--- src/rtl/upe_pkg.sv ---
// shared types and constants for the url percent encoder
`timescale 1ns / 1ps

package upe_pkg;

  localparam int unsigned SCALAR_W     = 21;
  localparam int unsigned S_TDATA_W    = 24;
  localparam int unsigned BYTE_W       = 8;
  localparam int unsigned OUTPUT_LIMIT = 65536;
  localparam int unsigned USED_W       = $clog2(OUTPUT_LIMIT + 1);
  localparam int unsigned QUEUE_DEPTH  = 4;
  localparam int unsigned QPTR_W       = $clog2(QUEUE_DEPTH);
  localparam int unsigned QCNT_W       = $clog2(QUEUE_DEPTH + 1);

  localparam logic [SCALAR_W-1:0] SCALAR_MAX     = 21'h10FFFF;
  localparam logic [SCALAR_W-1:0] SURROGATE_LOW  = 21'h00D800;
  localparam logic [SCALAR_W-1:0] SURROGATE_HIGH = 21'h00DFFF;

  typedef enum logic [1:0] {
    ERR_NONE  = 2'd0,
    ERR_TEXT  = 2'd1,
    ERR_URL   = 2'd2,
    ERR_LARGE = 2'd3
  } err_t;

  // one classified request: either an error or up to four utf-8 bytes
  // raw marks a byte that passes without escaping
  typedef struct packed {
    err_t                   code;
    logic                   first;
    logic                   raw;
    logic [1:0]             last_idx;
    logic [3:0][BYTE_W-1:0] bytes;
  } item_t;

endpackage

--- src/rtl/url_percent_encoder_top.sv ---
// top level of the url percent encoder
`timescale 1ns / 1ps

// Takes one Unicode scalar per request and emits URL text one byte per
// result. In encode mode each scalar becomes UTF-8; unreserved bytes pass
// and every other byte becomes %XY. In raw mode only printable ASCII other
// than space and backslash is accepted. The byte sequencer produces one
// output byte per cycle while the output register is free; a plain byte
// gives one output byte and an escaped byte three. A scalar that yields no
// result (after an error in the same text) needs no output slot. The front
// end accepts a scalar every cycle while the four-entry queue has room; the
// sequencer stalls while a result waits in the output register and is not
// taken. The first result of a request passes through the queue and the
// output register. The first error of a text gives one error result with
// tlast set; later scalars of that text give nothing until a request with
// first set.

module url_percent_encoder_top (
  input  logic        clk,
  input  logic        rst,
  input  logic        cfg_we,
  input  logic        cfg_wdata,    // encode_mode
  input  logic        s_tvalid,
  output logic        s_tready,
  input  logic [23:0] s_tdata,      // [20:0] scalar, upper bits zero
  input  logic        s_tuser,      // [0] first
  output logic        m_tvalid,
  input  logic        m_tready,
  output logic [7:0]  m_tdata,      // [7:0] out_byte
  output logic [1:0]  m_tuser,      // [1:0] error_code
  output logic        m_tlast       // run_last
);

  upe_pkg::item_t front_item;
  logic           front_valid;
  logic           front_ready;
  upe_pkg::item_t head_item;
  logic           head_valid;
  logic           head_pop;

  upe_front u_front (
    .clk        (clk),
    .rst        (rst),
    .cfg_we     (cfg_we),
    .cfg_wdata  (cfg_wdata),
    .s_tvalid   (s_tvalid),
    .s_tready   (s_tready),
    .s_tdata    (s_tdata),
    .s_tuser    (s_tuser),
    .item       (front_item),
    .item_valid (front_valid),
    .item_ready (front_ready)
  );

  upe_queue u_queue (
    .clk      (clk),
    .rst      (rst),
    .wr_item  (front_item),
    .wr_valid (front_valid),
    .wr_ready (front_ready),
    .rd_item  (head_item),
    .rd_valid (head_valid),
    .rd_pop   (head_pop)
  );

  upe_back u_back (
    .clk        (clk),
    .rst        (rst),
    .head       (head_item),
    .head_valid (head_valid),
    .pop        (head_pop),
    .m_tvalid   (m_tvalid),
    .m_tready   (m_tready),
    .m_tdata    (m_tdata),
    .m_tuser    (m_tuser),
    .m_tlast    (m_tlast)
  );

endmodule

--- src/rtl/upe_front.sv ---
// front end: takes scalars, checks them and converts them to utf-8
`timescale 1ns / 1ps

module upe_front (
  input  logic                            clk,
  input  logic                            rst,
  input  logic                            cfg_we,
  input  logic                            cfg_wdata,
  input  logic                            s_tvalid,
  output logic                            s_tready,
  input  logic [upe_pkg::S_TDATA_W-1:0]   s_tdata,
  input  logic                            s_tuser,
  output upe_pkg::item_t                  item,
  output logic                            item_valid,
  input  logic                            item_ready
);

  logic                           encode_mode;
  logic [upe_pkg::SCALAR_W-1:0]   sc;
  logic                           bad_text;
  logic                           bad_url;

  always_ff @(posedge clk) begin
    if (rst) begin
      encode_mode <= 1'b1;
    end else if (cfg_we) begin
      encode_mode <= cfg_wdata;
    end
  end

  assign sc         = s_tdata[upe_pkg::SCALAR_W-1:0];
  assign item_valid = s_tvalid;
  assign s_tready   = item_ready;

  assign bad_text = (sc > upe_pkg::SCALAR_MAX) ||
                    (sc inside {[upe_pkg::SURROGATE_LOW:upe_pkg::SURROGATE_HIGH]});
  // raw mode passes printable ascii except space and backslash
  assign bad_url  = (sc <= 21'd32) || (sc >= 21'd127) || (sc == 21'h00005C);

  always_comb begin
    item          = '0;
    item.first    = s_tuser;
    item.raw      = !encode_mode;
    item.code     = upe_pkg::ERR_NONE;
    item.last_idx = 2'd0;
    item.bytes    = '0;
    if (bad_text) begin
      item.code = upe_pkg::ERR_TEXT;
    end else if (!encode_mode) begin
      if (bad_url) begin
        item.code = upe_pkg::ERR_URL;
      end else begin
        item.bytes[0] = sc[7:0];
      end
    end else if (sc < 21'h000080) begin
      item.bytes[0] = sc[7:0];
    end else if (sc < 21'h000800) begin
      item.last_idx = 2'd1;
      item.bytes[0] = {3'b110, sc[10:6]};
      item.bytes[1] = {2'b10, sc[5:0]};
    end else if (sc < 21'h010000) begin
      item.last_idx = 2'd2;
      item.bytes[0] = {4'b1110, sc[15:12]};
      item.bytes[1] = {2'b10, sc[11:6]};
      item.bytes[2] = {2'b10, sc[5:0]};
    end else begin
      item.last_idx = 2'd3;
      item.bytes[0] = {5'b11110, sc[20:18]};
      item.bytes[1] = {2'b10, sc[17:12]};
      item.bytes[2] = {2'b10, sc[11:6]};
      item.bytes[3] = {2'b10, sc[5:0]};
    end
  end

endmodule

--- src/rtl/upe_queue.sv ---
// short fifo between the front end and the byte sequencer
`timescale 1ns / 1ps

module upe_queue (
  input  logic           clk,
  input  logic           rst,
  input  upe_pkg::item_t wr_item,
  input  logic           wr_valid,
  output logic           wr_ready,
  output upe_pkg::item_t rd_item,
  output logic           rd_valid,
  input  logic           rd_pop
);

  upe_pkg::item_t                entries [upe_pkg::QUEUE_DEPTH];
  logic [upe_pkg::QPTR_W-1:0]    wr_ptr;
  logic [upe_pkg::QPTR_W-1:0]    rd_ptr;
  logic [upe_pkg::QCNT_W-1:0]    count;
  logic                          do_wr;
  logic                          do_rd;

  assign wr_ready = (count != upe_pkg::QCNT_W'(upe_pkg::QUEUE_DEPTH));
  assign rd_valid = (count != '0);
  assign rd_item  = entries[rd_ptr];
  assign do_wr    = wr_valid && wr_ready;
  assign do_rd    = rd_pop && rd_valid;

  always_ff @(posedge clk) begin
    if (do_wr) begin
      entries[wr_ptr] <= wr_item;
    end
  end

  always_ff @(posedge clk) begin
    if (rst) begin
      wr_ptr <= '0;
      rd_ptr <= '0;
      count  <= '0;
    end else begin
      if (do_wr) begin
        wr_ptr <= wr_ptr + 1'b1;
      end
      if (do_rd) begin
        rd_ptr <= rd_ptr + 1'b1;
      end
      if (do_wr && !do_rd) begin
        count <= count + 1'b1;
      end else if (do_rd && !do_wr) begin
        count <= count - 1'b1;
      end
    end
  end

endmodule

--- src/rtl/upe_back.sv ---
// back end: escapes bytes, tracks output budget and errors, drives the output register
`timescale 1ns / 1ps

module upe_back (
  input  logic                        clk,
  input  logic                        rst,
  input  upe_pkg::item_t              head,
  input  logic                        head_valid,
  output logic                        pop,
  output logic                        m_tvalid,
  input  logic                        m_tready,
  output logic [upe_pkg::BYTE_W-1:0]  m_tdata,
  output logic [1:0]                  m_tuser,
  output logic                        m_tlast
);

  typedef enum logic [1:0] {
    POS_LEAD,
    POS_HI,
    POS_LO
  } pos_t;

  localparam logic [upe_pkg::USED_W:0] LIMIT_EXT =
    (upe_pkg::USED_W + 1)'(upe_pkg::OUTPUT_LIMIT);
  localparam logic [7:0] CHAR_PERCENT = 8'h25;

  function automatic logic [7:0] hex_char(input logic [3:0] nib);
    logic [7:0] r;
    if (nib < 4'd10) begin
      r = 8'h30 + {4'd0, nib};
    end else begin
      r = 8'h37 + {4'd0, nib};
    end
    return r;
  endfunction

  function automatic logic is_unreserved(input logic [7:0] c);
    logic r;
    r = (c inside {[8'h61:8'h7A], [8'h41:8'h5A], [8'h30:8'h39],
                   8'h2D, 8'h2E, 8'h5F, 8'h7E});
    return r;
  endfunction

  logic [upe_pkg::USED_W-1:0]  used, used_next;
  logic                        err_seen, err_next;
  logic                        started, started_next;
  logic [1:0]                  bidx, bidx_next;
  pos_t                        pos, pos_next;

  logic                        eff_clear;
  logic [upe_pkg::USED_W-1:0]  eff_used;
  logic                        eff_err;
  logic [7:0]                  c;
  logic                        unres;
  logic [1:0]                  chunk_len;
  logic [upe_pkg::USED_W:0]    need;
  logic                        fits;
  logic                        out_free;
  logic                        step;
  logic                        emit;
  logic [7:0]                  e_byte;
  upe_pkg::err_t               e_code;
  logic                        e_last;

  // a new text clears the count before its first chunk is checked
  assign eff_clear = head.first && !started;
  assign eff_used  = eff_clear ? '0 : used;
  assign eff_err   = eff_clear ? 1'b0 : err_seen;

  assign c         = head.bytes[bidx];
  // raw text passes as it is
  assign unres     = head.raw || is_unreserved(c);
  assign chunk_len = unres ? 2'd1 : 2'd3;
  assign need      = {1'b0, eff_used} + (upe_pkg::USED_W + 1)'(chunk_len);
  assign fits      = (need <= LIMIT_EXT);
  assign out_free  = !m_tvalid || m_tready;
  // dropped requests need no output slot
  assign step      = head_valid && (out_free || eff_err);

  always_comb begin
    emit         = 1'b0;
    e_byte       = '0;
    e_code       = upe_pkg::ERR_NONE;
    e_last       = 1'b0;
    pop          = 1'b0;
    used_next    = used;
    err_next     = err_seen;
    started_next = started;
    bidx_next    = bidx;
    pos_next     = pos;
    if (step) begin
      used_next    = eff_used;
      err_next     = eff_err;
      started_next = 1'b1;
      if (eff_err) begin
        pop = 1'b1;
      end else if (head.code != upe_pkg::ERR_NONE) begin
        emit     = 1'b1;
        e_code   = head.code;
        e_last   = 1'b1;
        err_next = 1'b1;
        pop      = 1'b1;
      end else begin
        case (pos)
          POS_LEAD: begin
            if (!fits) begin
              emit     = 1'b1;
              e_code   = upe_pkg::ERR_LARGE;
              e_last   = 1'b1;
              err_next = 1'b1;
              pop      = 1'b1;
            end else begin
              emit      = 1'b1;
              e_byte    = unres ? c : CHAR_PERCENT;
              used_next = need[upe_pkg::USED_W-1:0];
              if (!unres) begin
                pos_next = POS_HI;
              end else if (bidx == head.last_idx) begin
                e_last = 1'b1;
                pop    = 1'b1;
              end else begin
                bidx_next = bidx + 2'd1;
              end
            end
          end
          POS_HI: begin
            emit     = 1'b1;
            e_byte   = hex_char(c[7:4]);
            pos_next = POS_LO;
          end
          POS_LO: begin
            emit     = 1'b1;
            e_byte   = hex_char(c[3:0]);
            pos_next = POS_LEAD;
            if (bidx == head.last_idx) begin
              e_last = 1'b1;
              pop    = 1'b1;
            end else begin
              bidx_next = bidx + 2'd1;
            end
          end
          default: begin
            pos_next = POS_LEAD;
          end
        endcase
      end
      if (pop) begin
        started_next = 1'b0;
        bidx_next    = 2'd0;
        pos_next     = POS_LEAD;
      end
    end
  end

  always_ff @(posedge clk) begin
    if (rst) begin
      used     <= '0;
      err_seen <= 1'b0;
      started  <= 1'b0;
      bidx     <= 2'd0;
      pos      <= POS_LEAD;
      m_tvalid <= 1'b0;
    end else begin
      used     <= used_next;
      err_seen <= err_next;
      started  <= started_next;
      bidx     <= bidx_next;
      pos      <= pos_next;
      if (emit) begin
        m_tvalid <= 1'b1;
      end else if (m_tready) begin
        m_tvalid <= 1'b0;
      end
    end
  end

  always_ff @(posedge clk) begin
    if (emit) begin
      m_tdata <= e_byte;
      m_tuser <= e_code;
      m_tlast <= e_last;
    end
  end

endmodule

--- config.mk ---
export PLATFORM = sky130hd
export DESIGN_NAME = url_percent_encoder_top
export DESIGN_NICKNAME = d
export VERILOG_FILES = /design/src/rtl/upe_pkg.sv /design/src/rtl/url_percent_encoder_top.sv /design/src/rtl/upe_front.sv /design/src/rtl/upe_queue.sv /design/src/rtl/upe_back.sv
export SDC_FILE = /design/constraint.sdc
export NUM_CORES = 1
export LEC_CHECK = 0
export BUFFER_PORTS_ARGS = -buffer_cell sky130_fd_sc_hd__buf_2
export CORE_MARGIN = 2
export CORE_UTILIZATION = 42
export CTS_BUF_LIST = sky130_fd_sc_hd__clkbuf_8 sky130_fd_sc_hd__clkbuf_16
export DETAILED_ROUTE_END_ITERATION = 10
export PLACE_DENSITY = 0.59
export SYNTH_ARGS = -nofsm -noshare
export SYNTH_HDL_FRONTEND = slang
export SYNTH_HIERARCHICAL = 1
export SYNTH_SLANG_ARGS = --single-unit
--- constraint.sdc ---
create_clock -name clk -period 10.13 [get_ports clk]
set_input_delay 1.5195 -clock clk [delete_from_list [all_inputs] [get_ports clk]]
set_output_delay 1.5195 -clock clk [all_outputs]
set_load 0.005 [all_outputs]
Word-level counts from Yosys, hierarchy flattened
Memories as Yosys holds them, arrays and structs flattened. A register that Yosys moved wholly into a read port is not among the register bits.
Cells that the tools add are included.
Storage, ports and cells
  memory bits (writable): 152
  flip-flop bits (word level): 43
  output and inout port bits: 13
  memories kept: 1
Operators by class
  bitwise logic cells: 1
  $lt $le $gt $ge: 18
  equality and inequality tests: 14
  add/sub/neg operators: 10
  muxes and demuxes: 70
  reductions and logical operators: 33
Memory list
  u_queue.entries: depth 4, width 38, read ports 1, clocked after memory_dff 1, write ports 1, line upe_queue.sv:15  | upe_pkg::item_t entries [upe_pkg::QUEUE_DEPTH];
Operators with widths (count)
  $mux 17: 5
  $mux 8: 9
  $mux 26: 2
  $mux 2: 21
  $mux 34: 1
  $mux 16: 2
  $add 6x4->7 const A: 4
  $pmux 8 s3: 1
  $mux 1: 22
  $mux 22: 1
  $eq 21x7->1 const B: 1
  $ge 21x16->1 const B: 1
  $ge 21x7->1 const B: 1
  $gt 21x21->1 const B: 1
  $le 21x16->1 const B: 1
  $le 21x6->1 const B: 1
  $lt 21x12->1 const B: 1
  $lt 21x17->1 const B: 1
  $lt 21x8->1 const B: 1
  $add 17x2->18: 1
  $le 18x17->1 const B: 1
  $bmux 8 s2: 1
  $eq 8x6->1 const B: 2
  $eq 8x7->1 const B: 2
  30 further kinds: 62

Longest topological paths before layout
  depth after elaboration: 19
  mapped depth: 30
  depth with buffers taken out: 26

Hierarchy
The synthesis kept the hierarchy.
By module, submodules not included
  upe_queue: area an instance 5963.2 um^2, cells each 246, instances 1
  upe_back: area an instance 3206.8 um^2, cells each 401, instances 1
  upe_front: area an instance 809.5 um^2, cells each 122, instances 1

Worst setup path before layout
Ideal clock, no wire load.
  kind: register -> register
  from: register (tool-made name)
  to: register u_queue/count[2] (netlist name)
  arrival: 6.806 ns
  clock period less this slack: 6.876 ns
  slack: 3.254 ns
  buffers on the path: 4
  stages on the path, launching flop included: 31
  library setup time: 0.070 ns
  cell sequence: dfxtp_1 -> buf_6 -> buf_12 -> mux4_2 -> mux4_2 -> inv_1 -> ha_1 -> inv_1 -> o41a_1 -> o311ai_1 -> o41ai_1 -> or3_4 -> inv_2 -> fa_1 -> nand3_1 -> nor4_1 -> mux2i_1 -> nand3_1 -> or4_4 -> buf_6 -> a21o_1 -> clkbuf_8 -> a2bb2oi_2 -> a21oi_1 -> o31ai_1 -> ha_1 -> inv_1 -> fa_1 -> xor2_1 -> or3_1 -> a21oi_1
RTL lines
  end signal: assignment: line upe_queue.sv:47  | count <= count + 1'b1;
  end signal: assignment: line upe_queue.sv:49  | count <= count - 1'b1;
  end: declaration: line upe_queue.sv:18  | logic [upe_pkg::QCNT_W-1:0] count;

==> flow_summary_export.csv <==
group,metric,value,unit
setup_path,timing.rr.end,"u_queue/count[2]",
clock_network,clk_latency,0.43,ns
grt,met2_usage,30.8,%
timing,min_period,8.27,ns
grt,grt_max_degree,39,
detailed_routing,drtIter0Drc,517,
setup_path,r2r_cells,27,
setup_path,cp_num_buf_inv,4,
power_and_ir_drop,p_per_area,227,nW/um2
setup_path,reg2reg_setup_slack,1.86,ns
setup_path,critical_path_arrival,8.62,ns
synthesis,syn_area,9980,um2
detailed_routing,wl_per_cell,19.9,um
timing,worst_pin_slew,1.11,ns
floorplan,core,23400,um2
synthesis,synth-seq-area-share,55.9,%
clock_network,holdBufCountCts,0,
timing,relSlewSlack,26.2,%
floorplan,ioPinCount,44,
synthesis,ys_types,85,
place,port_buffers,40,
clock_network,path_clk_slew,0.07,ns
detailed_routing,postRouteAntennaNets,0,
final_layout,diodes,0,
clock_network,cts_repair_resize_count,0,
synthesis,synth_edf_count,163,
synthesis,synth_top_family_by_area,"simple AND/OR/NAND/NOR gates",
detailed_routing,drc,0,
timing,fin_crit_sh,81.6,%
grt,grt_util_met1,24.9,%
synthesis,synthMuxAreaShare,11.5,%
clock_network,clock-sinks,197,
grt,global_route.peak_usage_layer,"met2",
setup_path,crit_path_top_delay_cell,"dfxtp_2",
detailed_routing,viasPerCell,5.88,
final_layout,layout.cells.non_filler,1115,
synthesis,synth-xor-area-share,1.49,%
floorplan,rows,56,
synthesis,synth_fa_ha_area_share,2.41,%
final_layout,postLayoutCellArea,10800,um2
grt,grt_pass1_vias,6664,
synthesis,yosys.area_share.simple,13.5,%
detailed_routing,detail_route.first_pass.iterations,5,
worst_hold_path,min_to,"u_back/err_seen",
floorplan,dieArea,25000,um2
clock_network,numCtsBuffers,17,
place,hpwl,14400,um
power_and_ir_drop,max-vdd-ir-drop,0.000103,V
timing,setup_viol,0,
timing,worst_slack,1.86,ns
setup_path,crit_fanout,24,
timing,setup_tns,0,ns
timing,rsz0062_at_grt,"false",
floorplan,dieHeight,158,um
clock_network,cts_buffer_depth,2,
power_and_ir_drop,cellLeakagePower,3.66,nW
setup_path,cpPeakStageDelay,0.91,ns
grt,grt.overflow.total,0,
final_layout,layout-drive-gt1-share,20.6,%
final_layout,syn_to_final_growth,8.70,%
status,status,"complete, no violations",
floorplan,die_w,158,um
flow_run,cap_violations,0,
setup_path,path_delay_family,"simple AND/OR/NAND/NOR gates",
floorplan,initial_utilization,42.6,%
synthesis,synth_top_flop_cell,"edfxtp_1",
clock_network,cts_tree,"built",
final_layout,final_util,46.4,%
timing,hold_viol,0,
place,placed_area,10300,um2
timing,finalMaxSlewViolations,0,
grt,grt_pass1_wl,35600,um
timing,max_freq,121,MHz
worst_hold_path,min_path_cells,2,
worst_hold_path,hp-class,"flop to flop",
synthesis,synth.avg_cell_area,13.0,um2
place,dp_worst_setup_slack,1.85,ns
final_layout,final_common_cell,"edfxtp_1",
final_layout,fillers,2115,
final_layout,final_cell_mix,"edfxtp_1, nand2_1, nor2_1, mux4_2, buf_2",
synthesis,netlist_instances,769,
synthesis,async_flop_share,0,%
synthesis,synth-warning-count,6,
synthesis,synth_compound_area_share,10.6,%
clock_network,htree_num_levels,4,
grt,grt_use_total,18.6,%
clock_network,clockRootBuffer,"clkbuf_16",
timing,finClkSkew,0.0168,ns
detailed_routing,vias,6553,
grt,antenna_found_initial,0,
grt,use_met3,3.04,%
place,place_congestion,0.950,
place,dp_cells,1084,
setup_path,cp.required,10.48,ns
setup_path,cp-end-kind,"flop",
synthesis,ys_ff_latch,197,
clock_network,postCtsSetupBuffers,0,
final_layout,fin_nets,833,
detailed_routing,drt-total-wl,22200,um
worst_hold_path,hp-start,"u_back/err_seen",
setup_path,worstSetupPathType,"flop to flop",
setup_path,cp-start-kind,"flop",
## cells in the mapped netlist (all sizes together) (3+ instances only)
master	instances	share of area, %
o2111ai	3	0.26
a21oi	33	1.8
a22oi	11	0.83
o31ai	4	0.30
nand3	26	1.4
mux2i	9	0.90
o311ai	6	0.53
xor2	9	0.79
o21a	4	0.30
a21o	3	0.23
o211ai	13	1.0
dfxtp	34	6.8
or2	3	0.19
mux4	46	10
a31o	3	0.26
o21ai	17	0.85
o221a	3	0.34
nor2b	7	0.44
nor2	65	2.8
inv	22	0.83
and3	9	0.58
or4	6	0.56
or3	7	0.49
clkbuf	22	1.1
a311oi	3	0.26
nand4	16	1.0
nor4	10	0.69
nor3	12	0.65
a211oi	8	0.60
a31oi	10	0.63
nand2b	8	0.58
buf	29	2.5
ha	16	2.0
nand2	63	2.4
and2	19	1.2
edfxtp	163	49
a2111oi	3	0.26
xnor2	8	0.70
nor3b	4	0.41
o22ai	6	0.38
## cell type report
class                           instances  area (um2)  area share (%)
Tap cell                              319         399            3.68
Clock buffer                           17         425            3.92
Inverter                               23        86.3           0.796
Multi-Input combinational cell        499        3960            36.5
Timing Repair Buffer                   46         245            2.26
Sequential cell                       197        5580            51.4
Clock inverter                         14         155            1.43
## per-stage QoR
stage	hold slack, ns	total power, mW
6_report	0.493	2.46
5_1_grt	0.535	2.60
4_1_cts	0.485	2.48
3_5_place_dp	0.472	1.82
3_3_place_gp	0.466	1.80
2_1_floorplan	0.450	1.62
## where the power goes
part           switching (mW)  total (mW)  internal (mW)
combinational           0.454       0.737          0.283
sequential             0.0620        1.07           1.01
clock                   0.326       0.657          0.330
## how the worst max path moves through the flow
stage | startpoint | to | slack, ns | cells past startpoint
5_1_grt | flop | u_queue/count[2] | 1.38 | 27
6_report | flop | u_queue/count[2] | 1.86 | 27
3_3_place_gp | flop | u_queue/count[2] | 1.96 | 27
2_1_floorplan | flop | u_queue/count[2] | 3.25 | 30
3_5_place_dp | flop | u_queue/count[2] | 1.85 | 27
4_1_cts | flop | u_queue/count[2] | 1.81 | 27
## sequential cells by signal, indices dropped and copies added, names as in the netlist, 2 cells and up, named ones only
signal,count
u_back/m_tdata,8
u_queue/wr_ptr,2
u_back/pos,2
u_queue/count,3
u_queue/rd_ptr,2
u_queue/entries,152
u_back/bidx,2
u_back/used,17
u_back/m_tuser,2
## routing by layer
metal | vias up | wire (um)
met3 | 32 | 1370
met2 | 258 | 10800
met4 | 0 | 381
met1 | 3263 | 9600
li1 | 3000 | -
met5 | - | 0
## worst register-to-register path, cell delays in order (launching register included)
cell	delay, ns
dfxtp_2	0.91
buf_4	0.38
mux4_2	0.53
mux4_2	0.56
inv_1	0.14
ha_1	0.25
nand2b_1	0.09
o41a_1	0.32
o311ai_1	0.09
o41ai_1	0.13
or3_4	0.43
inv_2	0.16
fa_1	0.29
nand3_1	0.18
nor4_1	0.57
mux2i_1	0.26
nand3_1	0.10
or4_4	0.58
a21o_1	0.38
a2bb2oi_2	0.24
a21oi_1	0.13
o31ai_1	0.15
ha_1	0.26
inv_1	0.06
fa_1	0.37
xor2_1	0.17
or3_1	0.33
a21oi_1	0.17
## cells by family (layout without fill, tap and decap cells)
logic type | count (synthesis) | count (layout)
AO/OA/AOI/OAI | 147 | 147
XOR/XNOR | 17 | 17
adder cells (fa/ha/maj) | 18 | 18
buffers and inverters | 75 | 100
flip-flops | 197 | 197
multiplexers | 57 | 57
other | 1 | 3
AND/OR/NAND/NOR | 257 | 257
(Power assumes the default switching activity.)
